<file path="src/prefix_expression_stack_evaluator_defines.svh">
// Assertion macros used by the evaluator's top-level RTL file.
`ifndef PREFIX_EXPRESSION_STACK_EVALUATOR_DEFINES_SVH
`define PREFIX_EXPRESSION_STACK_EVALUATOR_DEFINES_SVH
`ifndef SYNTHESIS
`define PESE_ASSERT_IMP(lbl, ante, cons) \
    lbl: assert property (@(posedge i_clk) disable iff (!i_rst_n) (ante) |-> (cons)) \
        else $error("assertion failed");
`define PESE_ASSERT_NXT(lbl, ante, cons) \
    lbl: assert property (@(posedge i_clk) disable iff (!i_rst_n) (ante) |=> (cons)) \
        else $error("assertion failed");
`else
`define PESE_ASSERT_IMP(lbl, ante, cons)
`define PESE_ASSERT_NXT(lbl, ante, cons)
`endif
`endif

</file>
<file path="src/pese_pkg.sv">
// Shared constants and types of the prefix expression stack evaluator.
package pese_pkg;

    localparam int STACK_DEPTH = 16;
    localparam int STACK_AW    = $clog2(STACK_DEPTH);
    localparam int COUNT_W     = $clog2(STACK_DEPTH + 1);

    localparam int QUEUE_DEPTH = 4;
    localparam int QUEUE_AW    = $clog2(QUEUE_DEPTH);

    localparam logic [7:0] CH_PLUS   = 8'd43;
    localparam logic [7:0] CH_MINUS  = 8'd45;
    localparam logic [7:0] CH_TIMES  = 8'd42;
    localparam logic [7:0] CH_DIVIDE = 8'd47;
    localparam logic [7:0] CH_ZERO   = 8'd48;

    typedef enum logic [2:0] {
        OP_PUSH,
        OP_ADD,
        OP_SUB,
        OP_MUL,
        OP_DIV
    } t_op;

    typedef enum logic [2:0] {
        ST_OK        = 3'd0,
        ST_UNDERFLOW = 3'd1,
        ST_DIVZERO   = 3'd2,
        ST_OVERFLOW  = 3'd3,
        ST_LEFTOVER  = 3'd4
    } t_status;

    typedef struct packed {
        t_op               op;
        logic signed [8:0] operand;
        logic              last;
    } t_tok;

    typedef struct packed {
        logic        start;
        logic [31:0] dividend;
        logic [31:0] divisor;
    } t_div_req;

    typedef struct packed {
        logic        done;
        logic [31:0] quotient;
    } t_div_rsp;

endpackage

</file>
<file path="src/pese_ram.sv">
// Generic single-write, single-read RAM with registered read data.
module pese_ram #(
    parameter int WIDTH = 32,
    parameter int DEPTH = 16
) (
    input  logic                     i_clk,
    input  logic                     i_we,
    input  logic [$clog2(DEPTH)-1:0] i_waddr,
    input  logic [WIDTH-1:0]         i_wdata,
    input  logic [$clog2(DEPTH)-1:0] i_raddr,
    output logic [WIDTH-1:0]         o_rdata
);

    logic [WIDTH-1:0] r_mem [DEPTH];
    logic [WIDTH-1:0] r_rdata;

    always_ff @(posedge i_clk) begin
        if (i_we) begin
            r_mem[i_waddr] <= i_wdata;
        end
        r_rdata <= r_mem[i_raddr];
    end

    assign o_rdata = r_rdata;

endmodule

</file>
<file path="src/pese_front.sv">
// Front end: accepts characters, classifies them and queues the decoded tokens.
module pese_front (
    input  logic          i_clk,
    input  logic          i_rst_n,
    input  logic          push,
    output logic          full,
    input  logic [7:0]    i_token_char,
    input  logic          i_last_token,
    output logic          o_head_valid,
    output pese_pkg::t_tok o_head,
    input  logic          i_head_take
);

    pese_pkg::t_tok                  r_mem [pese_pkg::QUEUE_DEPTH];
    logic [pese_pkg::QUEUE_AW-1:0]   r_wr_ptr;
    logic [pese_pkg::QUEUE_AW-1:0]   r_rd_ptr;
    logic [pese_pkg::QUEUE_AW:0]     r_fill;
    pese_pkg::t_tok                  w_tok;
    logic                            w_wr;
    logic                            w_rd;

    always_comb begin
        w_tok.operand = $signed({1'b0, i_token_char}) - $signed({1'b0, pese_pkg::CH_ZERO});
        w_tok.last    = i_last_token;
        unique case (i_token_char)
            pese_pkg::CH_PLUS:   w_tok.op = pese_pkg::OP_ADD;
            pese_pkg::CH_MINUS:  w_tok.op = pese_pkg::OP_SUB;
            pese_pkg::CH_TIMES:  w_tok.op = pese_pkg::OP_MUL;
            pese_pkg::CH_DIVIDE: w_tok.op = pese_pkg::OP_DIV;
            default:             w_tok.op = pese_pkg::OP_PUSH;
        endcase
    end

    assign full         = (r_fill == (pese_pkg::QUEUE_AW + 1)'(pese_pkg::QUEUE_DEPTH));
    assign o_head_valid = (r_fill != '0);
    assign o_head       = r_mem[r_rd_ptr];
    assign w_wr         = push && !full;
    assign w_rd         = i_head_take && o_head_valid;

    always_ff @(posedge i_clk) begin
        if (w_wr) begin
            r_mem[r_wr_ptr] <= w_tok;
        end
    end

    always_ff @(posedge i_clk) begin
        if (!i_rst_n) begin
            r_wr_ptr <= '0;
            r_rd_ptr <= '0;
            r_fill   <= '0;
        end else begin
            if (w_wr) begin
                r_wr_ptr <= (r_wr_ptr == pese_pkg::QUEUE_AW'(pese_pkg::QUEUE_DEPTH - 1))
                            ? '0 : r_wr_ptr + 1'b1;
            end
            if (w_rd) begin
                r_rd_ptr <= (r_rd_ptr == pese_pkg::QUEUE_AW'(pese_pkg::QUEUE_DEPTH - 1))
                            ? '0 : r_rd_ptr + 1'b1;
            end
            if (w_wr && !w_rd) begin
                r_fill <= r_fill + 1'b1;
            end else if (w_rd && !w_wr) begin
                r_fill <= r_fill - 1'b1;
            end
        end
    end

endmodule

</file>
<file path="src/pese_div.sv">
// Iterative signed divider, one quotient bit per cycle, truncating toward zero.
module pese_div (
    input  logic               i_clk,
    input  logic               i_rst_n,
    input  pese_pkg::t_div_req i_req,
    output pese_pkg::t_div_rsp o_rsp
);

    logic        r_busy;
    logic        r_done;
    logic [4:0]  r_cnt;
    logic [31:0] r_rem;
    logic [31:0] r_quo;
    logic [31:0] r_dvs;
    logic        r_neg;
    logic [32:0] w_rem_sh;
    logic [32:0] w_diff;
    logic [31:0] w_abs_x;
    logic [31:0] w_abs_y;

    assign w_abs_x  = i_req.dividend[31] ? (32'd0 - i_req.dividend) : i_req.dividend;
    assign w_abs_y  = i_req.divisor[31] ? (32'd0 - i_req.divisor) : i_req.divisor;
    assign w_rem_sh = {r_rem, r_quo[31]};
    assign w_diff   = w_rem_sh - {1'b0, r_dvs};

    assign o_rsp.done     = r_done;
    assign o_rsp.quotient = r_neg ? (32'd0 - r_quo) : r_quo;

    always_ff @(posedge i_clk) begin
        if (!i_rst_n) begin
            r_busy <= 1'b0;
            r_done <= 1'b0;
            r_cnt  <= '0;
        end else begin
            r_done <= 1'b0;
            if (i_req.start) begin
                r_busy <= 1'b1;
                r_cnt  <= '0;
                r_rem  <= '0;
                r_quo  <= w_abs_x;
                r_dvs  <= w_abs_y;
                r_neg  <= i_req.dividend[31] ^ i_req.divisor[31];
            end else if (r_busy) begin
                if (!w_diff[32]) begin
                    r_rem <= w_diff[31:0];
                    r_quo <= {r_quo[30:0], 1'b1};
                end else begin
                    r_rem <= w_rem_sh[31:0];
                    r_quo <= {r_quo[30:0], 1'b0};
                end
                r_cnt <= r_cnt + 1'b1;
                if (r_cnt == 5'd31) begin
                    r_busy <= 1'b0;
                    r_done <= 1'b1;
                end
            end
        end
    end

endmodule

</file>
<file path="src/pese_back.sv">
// Back end: executes queued tokens on the value stack and holds the result word.
module pese_back (
    input  logic               i_clk,
    input  logic               i_rst_n,
    input  logic               i_head_valid,
    input  pese_pkg::t_tok     i_head,
    output logic               o_head_take,
    output pese_pkg::t_div_req o_div_req,
    input  pese_pkg::t_div_rsp i_div_rsp,
    output logic               empty,
    input  logic               pop,
    output logic signed [31:0] o_result_value,
    output logic [2:0]         o_status
);

    typedef enum logic [1:0] {
        S_IDLE,
        S_OPER,
        S_DIV,
        S_EMIT
    } t_state;

    t_state                          r_state;
    logic [pese_pkg::COUNT_W-1:0]    r_count;
    pese_pkg::t_status               r_err;
    logic [31:0]                     r_tos;
    pese_pkg::t_op                   r_op;
    logic                            r_last;
    logic                            r_out_valid;
    logic [31:0]                     r_out_value;
    pese_pkg::t_status               r_out_status;

    logic                            w_take;
    logic                            w_push_ok;
    logic                            w_we;
    logic [pese_pkg::COUNT_W-1:0]    w_cnt_m1;
    logic [pese_pkg::COUNT_W-1:0]    w_cnt_m2;
    logic [31:0]                     w_y;
    logic [31:0]                     w_prod;
    logic [31:0]                     w_operand;
    pese_pkg::t_status               w_status;
    t_state                          w_after;

    assign w_take = (r_state == S_IDLE) && i_head_valid
                    && (!i_head.last || !r_out_valid || pop);
    assign o_head_take = w_take;

    assign w_operand = 32'(i_head.operand);
    assign w_push_ok = w_take && (r_err == pese_pkg::ST_OK) && (i_head.op == pese_pkg::OP_PUSH)
                       && (r_count < pese_pkg::COUNT_W'(pese_pkg::STACK_DEPTH));
    assign w_we      = w_push_ok && (r_count != '0);
    assign w_cnt_m1  = r_count - pese_pkg::COUNT_W'(1);
    assign w_cnt_m2  = r_count - pese_pkg::COUNT_W'(2);
    assign w_prod    = r_tos * w_y;

    pese_ram #(
        .WIDTH (32),
        .DEPTH (pese_pkg::STACK_DEPTH)
    ) u_stack (
        .i_clk   (i_clk),
        .i_we    (w_we),
        .i_waddr (w_cnt_m1[pese_pkg::STACK_AW-1:0]),
        .i_wdata (r_tos),
        .i_raddr (w_cnt_m2[pese_pkg::STACK_AW-1:0]),
        .o_rdata (w_y)
    );

    assign o_div_req.start    = (r_state == S_OPER) && (r_op == pese_pkg::OP_DIV) && (w_y != '0);
    assign o_div_req.dividend = r_tos;
    assign o_div_req.divisor  = w_y;

    always_comb begin
        if (r_err != pese_pkg::ST_OK) begin
            w_status = r_err;
        end else if (r_count == '0) begin
            w_status = pese_pkg::ST_UNDERFLOW;
        end else if (r_count != pese_pkg::COUNT_W'(1)) begin
            w_status = pese_pkg::ST_LEFTOVER;
        end else begin
            w_status = pese_pkg::ST_OK;
        end
    end

    assign w_after = r_last ? S_EMIT : S_IDLE;

    assign empty          = !r_out_valid;
    assign o_result_value = r_out_value;
    assign o_status       = r_out_status;

    always_ff @(posedge i_clk) begin
        if (!i_rst_n) begin
            r_state     <= S_IDLE;
            r_count     <= '0;
            r_err       <= pese_pkg::ST_OK;
            r_out_valid <= 1'b0;
            r_last      <= 1'b0;
        end else begin
            if (pop && r_out_valid) begin
                r_out_valid <= 1'b0;
            end
            unique case (r_state)
                S_IDLE: begin
                    if (w_take) begin
                        r_last <= i_head.last;
                        r_op   <= i_head.op;
                        if (r_err != pese_pkg::ST_OK) begin
                            r_state <= i_head.last ? S_EMIT : S_IDLE;
                        end else if (i_head.op == pese_pkg::OP_PUSH) begin
                            if (w_push_ok) begin
                                r_tos   <= w_operand;
                                r_count <= r_count + 1'b1;
                            end else begin
                                r_err <= pese_pkg::ST_OVERFLOW;
                            end
                            r_state <= i_head.last ? S_EMIT : S_IDLE;
                        end else if (r_count < pese_pkg::COUNT_W'(2)) begin
                            r_err   <= pese_pkg::ST_UNDERFLOW;
                            r_state <= i_head.last ? S_EMIT : S_IDLE;
                        end else begin
                            r_state <= S_OPER;
                        end
                    end
                end
                S_OPER: begin
                    case (r_op)
                        pese_pkg::OP_ADD: begin
                            r_tos   <= r_tos + w_y;
                            r_count <= w_cnt_m1;
                            r_state <= w_after;
                        end
                        pese_pkg::OP_SUB: begin
                            r_tos   <= r_tos - w_y;
                            r_count <= w_cnt_m1;
                            r_state <= w_after;
                        end
                        pese_pkg::OP_MUL: begin
                            r_tos   <= w_prod;
                            r_count <= w_cnt_m1;
                            r_state <= w_after;
                        end
                        pese_pkg::OP_DIV: begin
                            if (w_y == '0) begin
                                r_err   <= pese_pkg::ST_DIVZERO;
                                r_count <= w_cnt_m2;
                                r_state <= w_after;
                            end else begin
                                r_state <= S_DIV;
                            end
                        end
                        default: begin
                            r_state <= w_after;
                        end
                    endcase
                end
                S_DIV: begin
                    if (i_div_rsp.done) begin
                        r_tos   <= i_div_rsp.quotient;
                        r_count <= w_cnt_m1;
                        r_state <= w_after;
                    end
                end
                S_EMIT: begin
                    r_out_valid  <= 1'b1;
                    r_out_status <= w_status;
                    r_out_value  <= (w_status == pese_pkg::ST_OK) ? r_tos : 32'd0;
                    r_count      <= '0;
                    r_err        <= pese_pkg::ST_OK;
                    r_state      <= S_IDLE;
                end
                default: begin
                    r_state <= S_IDLE;
                end
            endcase
        end
    end

endmodule

</file>
<file path="src/prefix_expression_stack_evaluator.sv">
// Top level of the prefix expression stack evaluator.
//
//  Channel  Direction  Handshake        Words
//  tokens   in         push / full      i_token_char, i_last_token
//  results  out        pop / empty      o_result_value, o_status
//
// An operand character is done in the idle state; '+', '-' and '*' also pass
// through the operate state (one stack memory read), '/' waits for the 32-step
// divider. The final character goes on to the emit state to form the result word.
// Reset is synchronous and active low; the stack needs no clearing pass.
// A four-entry token queue lets the input side run ahead of the back end,
// and the result register lets work continue while a result waits for pop.
`include "prefix_expression_stack_evaluator_defines.svh"

module prefix_expression_stack_evaluator (
    input  logic               i_clk,
    input  logic               i_rst_n,
    input  logic               push,
    output logic               full,
    input  logic [7:0]         i_token_char,
    input  logic               i_last_token,
    output logic               empty,
    input  logic               pop,
    output logic signed [31:0] o_result_value,
    output logic [2:0]         o_status
);

    logic               w_head_valid;
    pese_pkg::t_tok     w_head;
    logic               w_head_take;
    pese_pkg::t_div_req w_div_req;
    pese_pkg::t_div_rsp w_div_rsp;

    pese_front u_front (
        .i_clk        (i_clk),
        .i_rst_n      (i_rst_n),
        .push         (push),
        .full         (full),
        .i_token_char (i_token_char),
        .i_last_token (i_last_token),
        .o_head_valid (w_head_valid),
        .o_head       (w_head),
        .i_head_take  (w_head_take)
    );

    pese_div u_div (
        .i_clk   (i_clk),
        .i_rst_n (i_rst_n),
        .i_req   (w_div_req),
        .o_rsp   (w_div_rsp)
    );

    pese_back u_back (
        .i_clk          (i_clk),
        .i_rst_n        (i_rst_n),
        .i_head_valid   (w_head_valid),
        .i_head         (w_head),
        .o_head_take    (w_head_take),
        .o_div_req      (w_div_req),
        .i_div_rsp      (w_div_rsp),
        .empty          (empty),
        .pop            (pop),
        .o_result_value (o_result_value),
        .o_status       (o_status)
    );

    `PESE_ASSERT_IMP(a_take_nonempty, w_head_take, w_head_valid)
    `PESE_ASSERT_NXT(a_div_no_early_done, w_div_req.start, !w_div_rsp.done)
    `PESE_ASSERT_IMP(a_div_start_quiet, w_div_rsp.done, !w_div_req.start)
    `PESE_ASSERT_IMP(a_error_zero_value, !empty && (o_status != pese_pkg::ST_OK), o_result_value == 32'sd0)

endmodule
</file>
<file path="config.mk">
export PLATFORM = sky130hd
export DESIGN_NAME = prefix_expression_stack_evaluator
export DESIGN_NICKNAME = d
export VERILOG_FILES = /design/src/pese_pkg.sv /design/src/pese_ram.sv /design/src/pese_front.sv /design/src/pese_div.sv /design/src/pese_back.sv /design/src/prefix_expression_stack_evaluator.sv
export VERILOG_INCLUDE_DIRS = /design/src /design/src/src
export SDC_FILE = /design/constraint.sdc
export NUM_CORES = 2
export LEC_CHECK = 0
export ABC_AREA = 1
export ABC_CLOCK_PERIOD_IN_PS = 6800
export BUFFER_PORTS_ARGS = -buffer_cell sky130_fd_sc_hd__buf_2
export CELL_PAD_IN_SITES_DETAIL_PLACEMENT = 1
export CELL_PAD_IN_SITES_GLOBAL_PLACEMENT = 1
export CORE_UTILIZATION = 46
export DETAILED_ROUTE_END_ITERATION = 7
export GPL_TIMING_DRIVEN = 0
export PLACE_DENSITY_LB_ADDON = 0.1
export SETUP_SLACK_MARGIN = 0.3
export SLEW_MARGIN = 20
export SYNTH_ARGS = -nofsm -noshare
export SYNTH_HDL_FRONTEND = slang
export SYNTH_SLANG_ARGS = --single-unit
</file>
<file path="constraint.sdc">
create_clock -name i_clk -period 6.8 [get_ports i_clk]
set_input_delay 1.36 -clock i_clk [delete_from_list [all_inputs] [get_ports i_clk]]
set_output_delay 1.36 -clock i_clk [all_outputs]
set_load 0.02 [all_outputs]
</file>
==> impl_metrics.env <==
export IMPL_grt_max_degree=25
export IMPL_synthAdderAreaFrac=0.202
export IMPL_vias=45327
export IMPL_async_flop_share=0
export IMPL_numCtsBuffers=84
export IMPL_seq_area_frac_synth=0.429
export IMPL_grt_pass1_wl_mm=313
export IMPL_final_cell_mix="nand2_1 (1111), inv_1 (953), edfxtp_1 (731)"
export IMPL_setup_viol=16
export IMPL_synth_top_family_by_area="adder cells"
export IMPL_slew_violations=0
export IMPL_rsz0062_at_grt="true"
export IMPL_clockRootBuffer="clkbuf_16"
export IMPL_grt_use_total=0.365
export IMPL_cpMostUsedCell="fa_1"
export IMPL_status="finished with violations"
export IMPL_final_util=0.549
export IMPL_wirelength_mm=217
export IMPL_cp_arrival_ns=7.99
export IMPL_cts_sinks=790
export IMPL_ctsHtreeMaxLevel=3
export IMPL_ys_ff_latch=790
export IMPL_setup_ws_ns=-0.690
export IMPL_grt_overflow_total=0
export IMPL_first_pass_iters=5
export IMPL_fin_tns_setup_ns=-5.17
export IMPL_fp_dieH_um=345
export IMPL_synthesis_area_um2=54000
export IMPL_start_util=0.465
export IMPL_drtAntennaViolNets=0
export IMPL_grt_pass1_vias=46732
export IMPL_crit_fanout=10
export IMPL_dieArea_um2=119000
export IMPL_slowest_delay_ns=0.66
export IMPL_cts_tree="done"
export IMPL_fin_crit_sh=1.10
export IMPL_skew_ns=0.0546
export IMPL_dp_hpwl_mm=160
export IMPL_clk_pin_slew_ns=0.06
export IMPL_end_kind="flip-flop"
export IMPL_final_nets=6825
export IMPL_cts_path_max_buffers=3
export IMPL_vias_per_cell=5.82
export IMPL_final_common_cell="nand2_1"
export IMPL_slew_headroom=0.197
export IMPL_syn_inst=5867
export IMPL_core_area_um2=116000
export IMPL_synthFlopType="edfxtp_1"
export IMPL_route_detailed_drc=0
export IMPL_port_buffers=49
export IMPL_drtIter0Drc=4481
export IMPL_place_gp_congestion=0.953
export IMPL_synth_compound_area_frac=0.106
export IMPL_drv_cap=0
export IMPL_wire_per_inst_um=27.9
export IMPL_instances_no_fill=7790
export IMPL_violations="setup timing"
export IMPL_dieWidth_um=345
export IMPL_critPathLaunchType="flip-flop"
export IMPL_drive_above_1_share=0.133
export IMPL_synth_cell_types=55
export IMPL_avgSynthCellArea_um2=9.20
export IMPL_synth_mux_area_frac=0.000371
export IMPL_grt_antenna_before_repair=9
export IMPL_yosysWarnings=0
export IMPL_n_fill_cell=12990
export IMPL_min_path_type="flip-flop to flip-flop"
export IMPL_post_route_min_period_ns=7.49
export IMPL_worst_path_max_delay_cell="fa_2"
export IMPL_finalHoldViolCount=0
export IMPL_critPathRequiredTime_ns=7.30
export IMPL_fmax_mhz=134
export IMPL_insertion_delay_ns=0.69
export IMPL_ios=50
export IMPL_r2r_slack_ns=-0.69
export IMPL_yosys_area_share_simple=0.149
export IMPL_dp_cells=7479
export IMPL_hold_buffers=0
export IMPL_synthXorXnorAreaFrac=0.0216
export IMPL_critPathKind="flip-flop to flip-flop"
export IMPL_synth_edf_count=731
export IMPL_syn_num_nets=6504
export IMPL_worst_pin_slew_ns=1.20
export IMPL_area_growth_pct=18.2
export IMPL_num_rows=125
## kinds of logic after synthesis
| family | Yosys count |
|---|---|
| simple gates | 1999 |
| buf+inv | 1319 |
| compound gates | 1000 |
| flops | 790 |
| fa+ha+maj | 624 |
| xor+xnor | 133 |
| mux | 2 |
## flip-flops by register name, indices dropped and copies added, names as in the netlist, 2 cells and up, named ones only
| register | flops |
|---|---|
| u_front.r_fill | 3 |
| u_front.r_mem | 52 |
| u_back.r_err | 2 |
| u_back.r_count | 5 |
| u_back.r_op | 3 |
| u_back.r_tos | 32 |
| u_div.r_quo | 32 |
| u_back.r_state | 2 |
| u_div.r_cnt | 5 |
| u_front.r_rd_ptr | 2 |
| u_div.r_dvs | 32 |
| u_div.r_rem | 32 |
| u_back.u_stack.r_mem | 512 |
| u_back.o_status | 3 |
| u_back.u_stack.o_rdata | 32 |
| u_back.o_result_value | 32 |
| u_front.r_wr_ptr | 2 |
## cells in the mapped netlist, drive strengths merged (2+ instances only)
library cell     n  area (um^2)
a211oi          18          135
nor4            18          125
ha             213         2670
edfxtp         731        22000
o211ai          43          323
o22ai           38          238
o221ai         108          946
a2111oi          2         17.5
nor3            50          288
o31ai            4         30.0
o21bai           9         67.6
xor2            85          744
buf             63          258
a21o             7         52.6
dfxtp           59         1180
o21a             9         67.6
nor2           550         2060
a21oi          192          961
xnor2           48          420
o21ai          544         2720
a31oi           17          106
clkinv           2         7.51
and3             5         31.3
nor3b            2         26.3
clkbuf         247          927
nand3b          11         82.6
mux2i            2         20.0
nand4           19          131
or2              5         33.8
inv           1007         3780
nand2         1167         4400
nand3          169          846
a21boi           3         22.5
fa             411         8230
## per-stage QoR
step | setup slack [ns] | hold WS [ns] | area [um^2]
after floorplan | 0.113 | 0.449 | 54400
final | -0.690 | 0.490 | 63800
after detailed placement | -2.13 | 0.483 | 57600
after global routing | -0.804 | 0.517 | 63800
after global placement | -2.36 | 0.462 | 56600
after CTS | -0.606 | 0.490 | 62800
## area by class of cell
cell class | count | area [um^2] | area share
clock inverter | 47 | 527 | 0.00825
sequential | 790 | 23200 | 0.363
antenna | 6 | 15.0 | 0.000235
inverter | 1009 | 3790 | 0.0595
timing repair buffer | 235 | 2410 | 0.0378
clock buffer | 111 | 2330 | 0.0366
tap | 1524 | 1910 | 0.0299
buffer | 310 | 2360 | 0.0369
multi-input combinational | 3758 | 27300 | 0.428
## critical path, delay by kind of cell, from the launching register on
| kind | cells | cell delay, ns |
|---|---|---|
| AO/OA/AOI/OAI | 2 | 0.24 |
| AND/OR/NAND/NOR | 14 | 1.35 |
| buffers and inverters | 6 | 0.67 |
| adder cells (fa/ha/maj) | 9 | 4.57 |
| flip-flops | 1 | 0.50 |
## path summary, 6_finish.rpt
check / endpoint / cells past startpoint / from
setup reg to reg: u_back.r_tos[29] / 31 / u_back.r_tos[20]
hold / removal: u_back.r_err[0] / 2 / u_back.r_err[0]
setup / recovery: u_back.r_tos[29] / 31 / u_back.r_tos[20]
hold reg to reg: u_back.r_err[0] / 2 / u_back.r_err[0]
## repair_timing
action,CTS,global route
buffers inserted,94,53
pin swaps,103,146
cloned,0,0
gates resized for setup,435,236
setup endpoints to repair,25,22
## metal layers
layer	GRT usage	vias to the layer above	share of wire
met5	0	-	0
met4	0.180	0	0.060
met3	0.0613	495	0.080
met2	0.578	1995	0.46
met1	0.487	23096	0.40
li1	-	19741	-
Power is not shown: default switching activity piles up to over one toggle a cycle in this logic, so the estimate is an artifact.
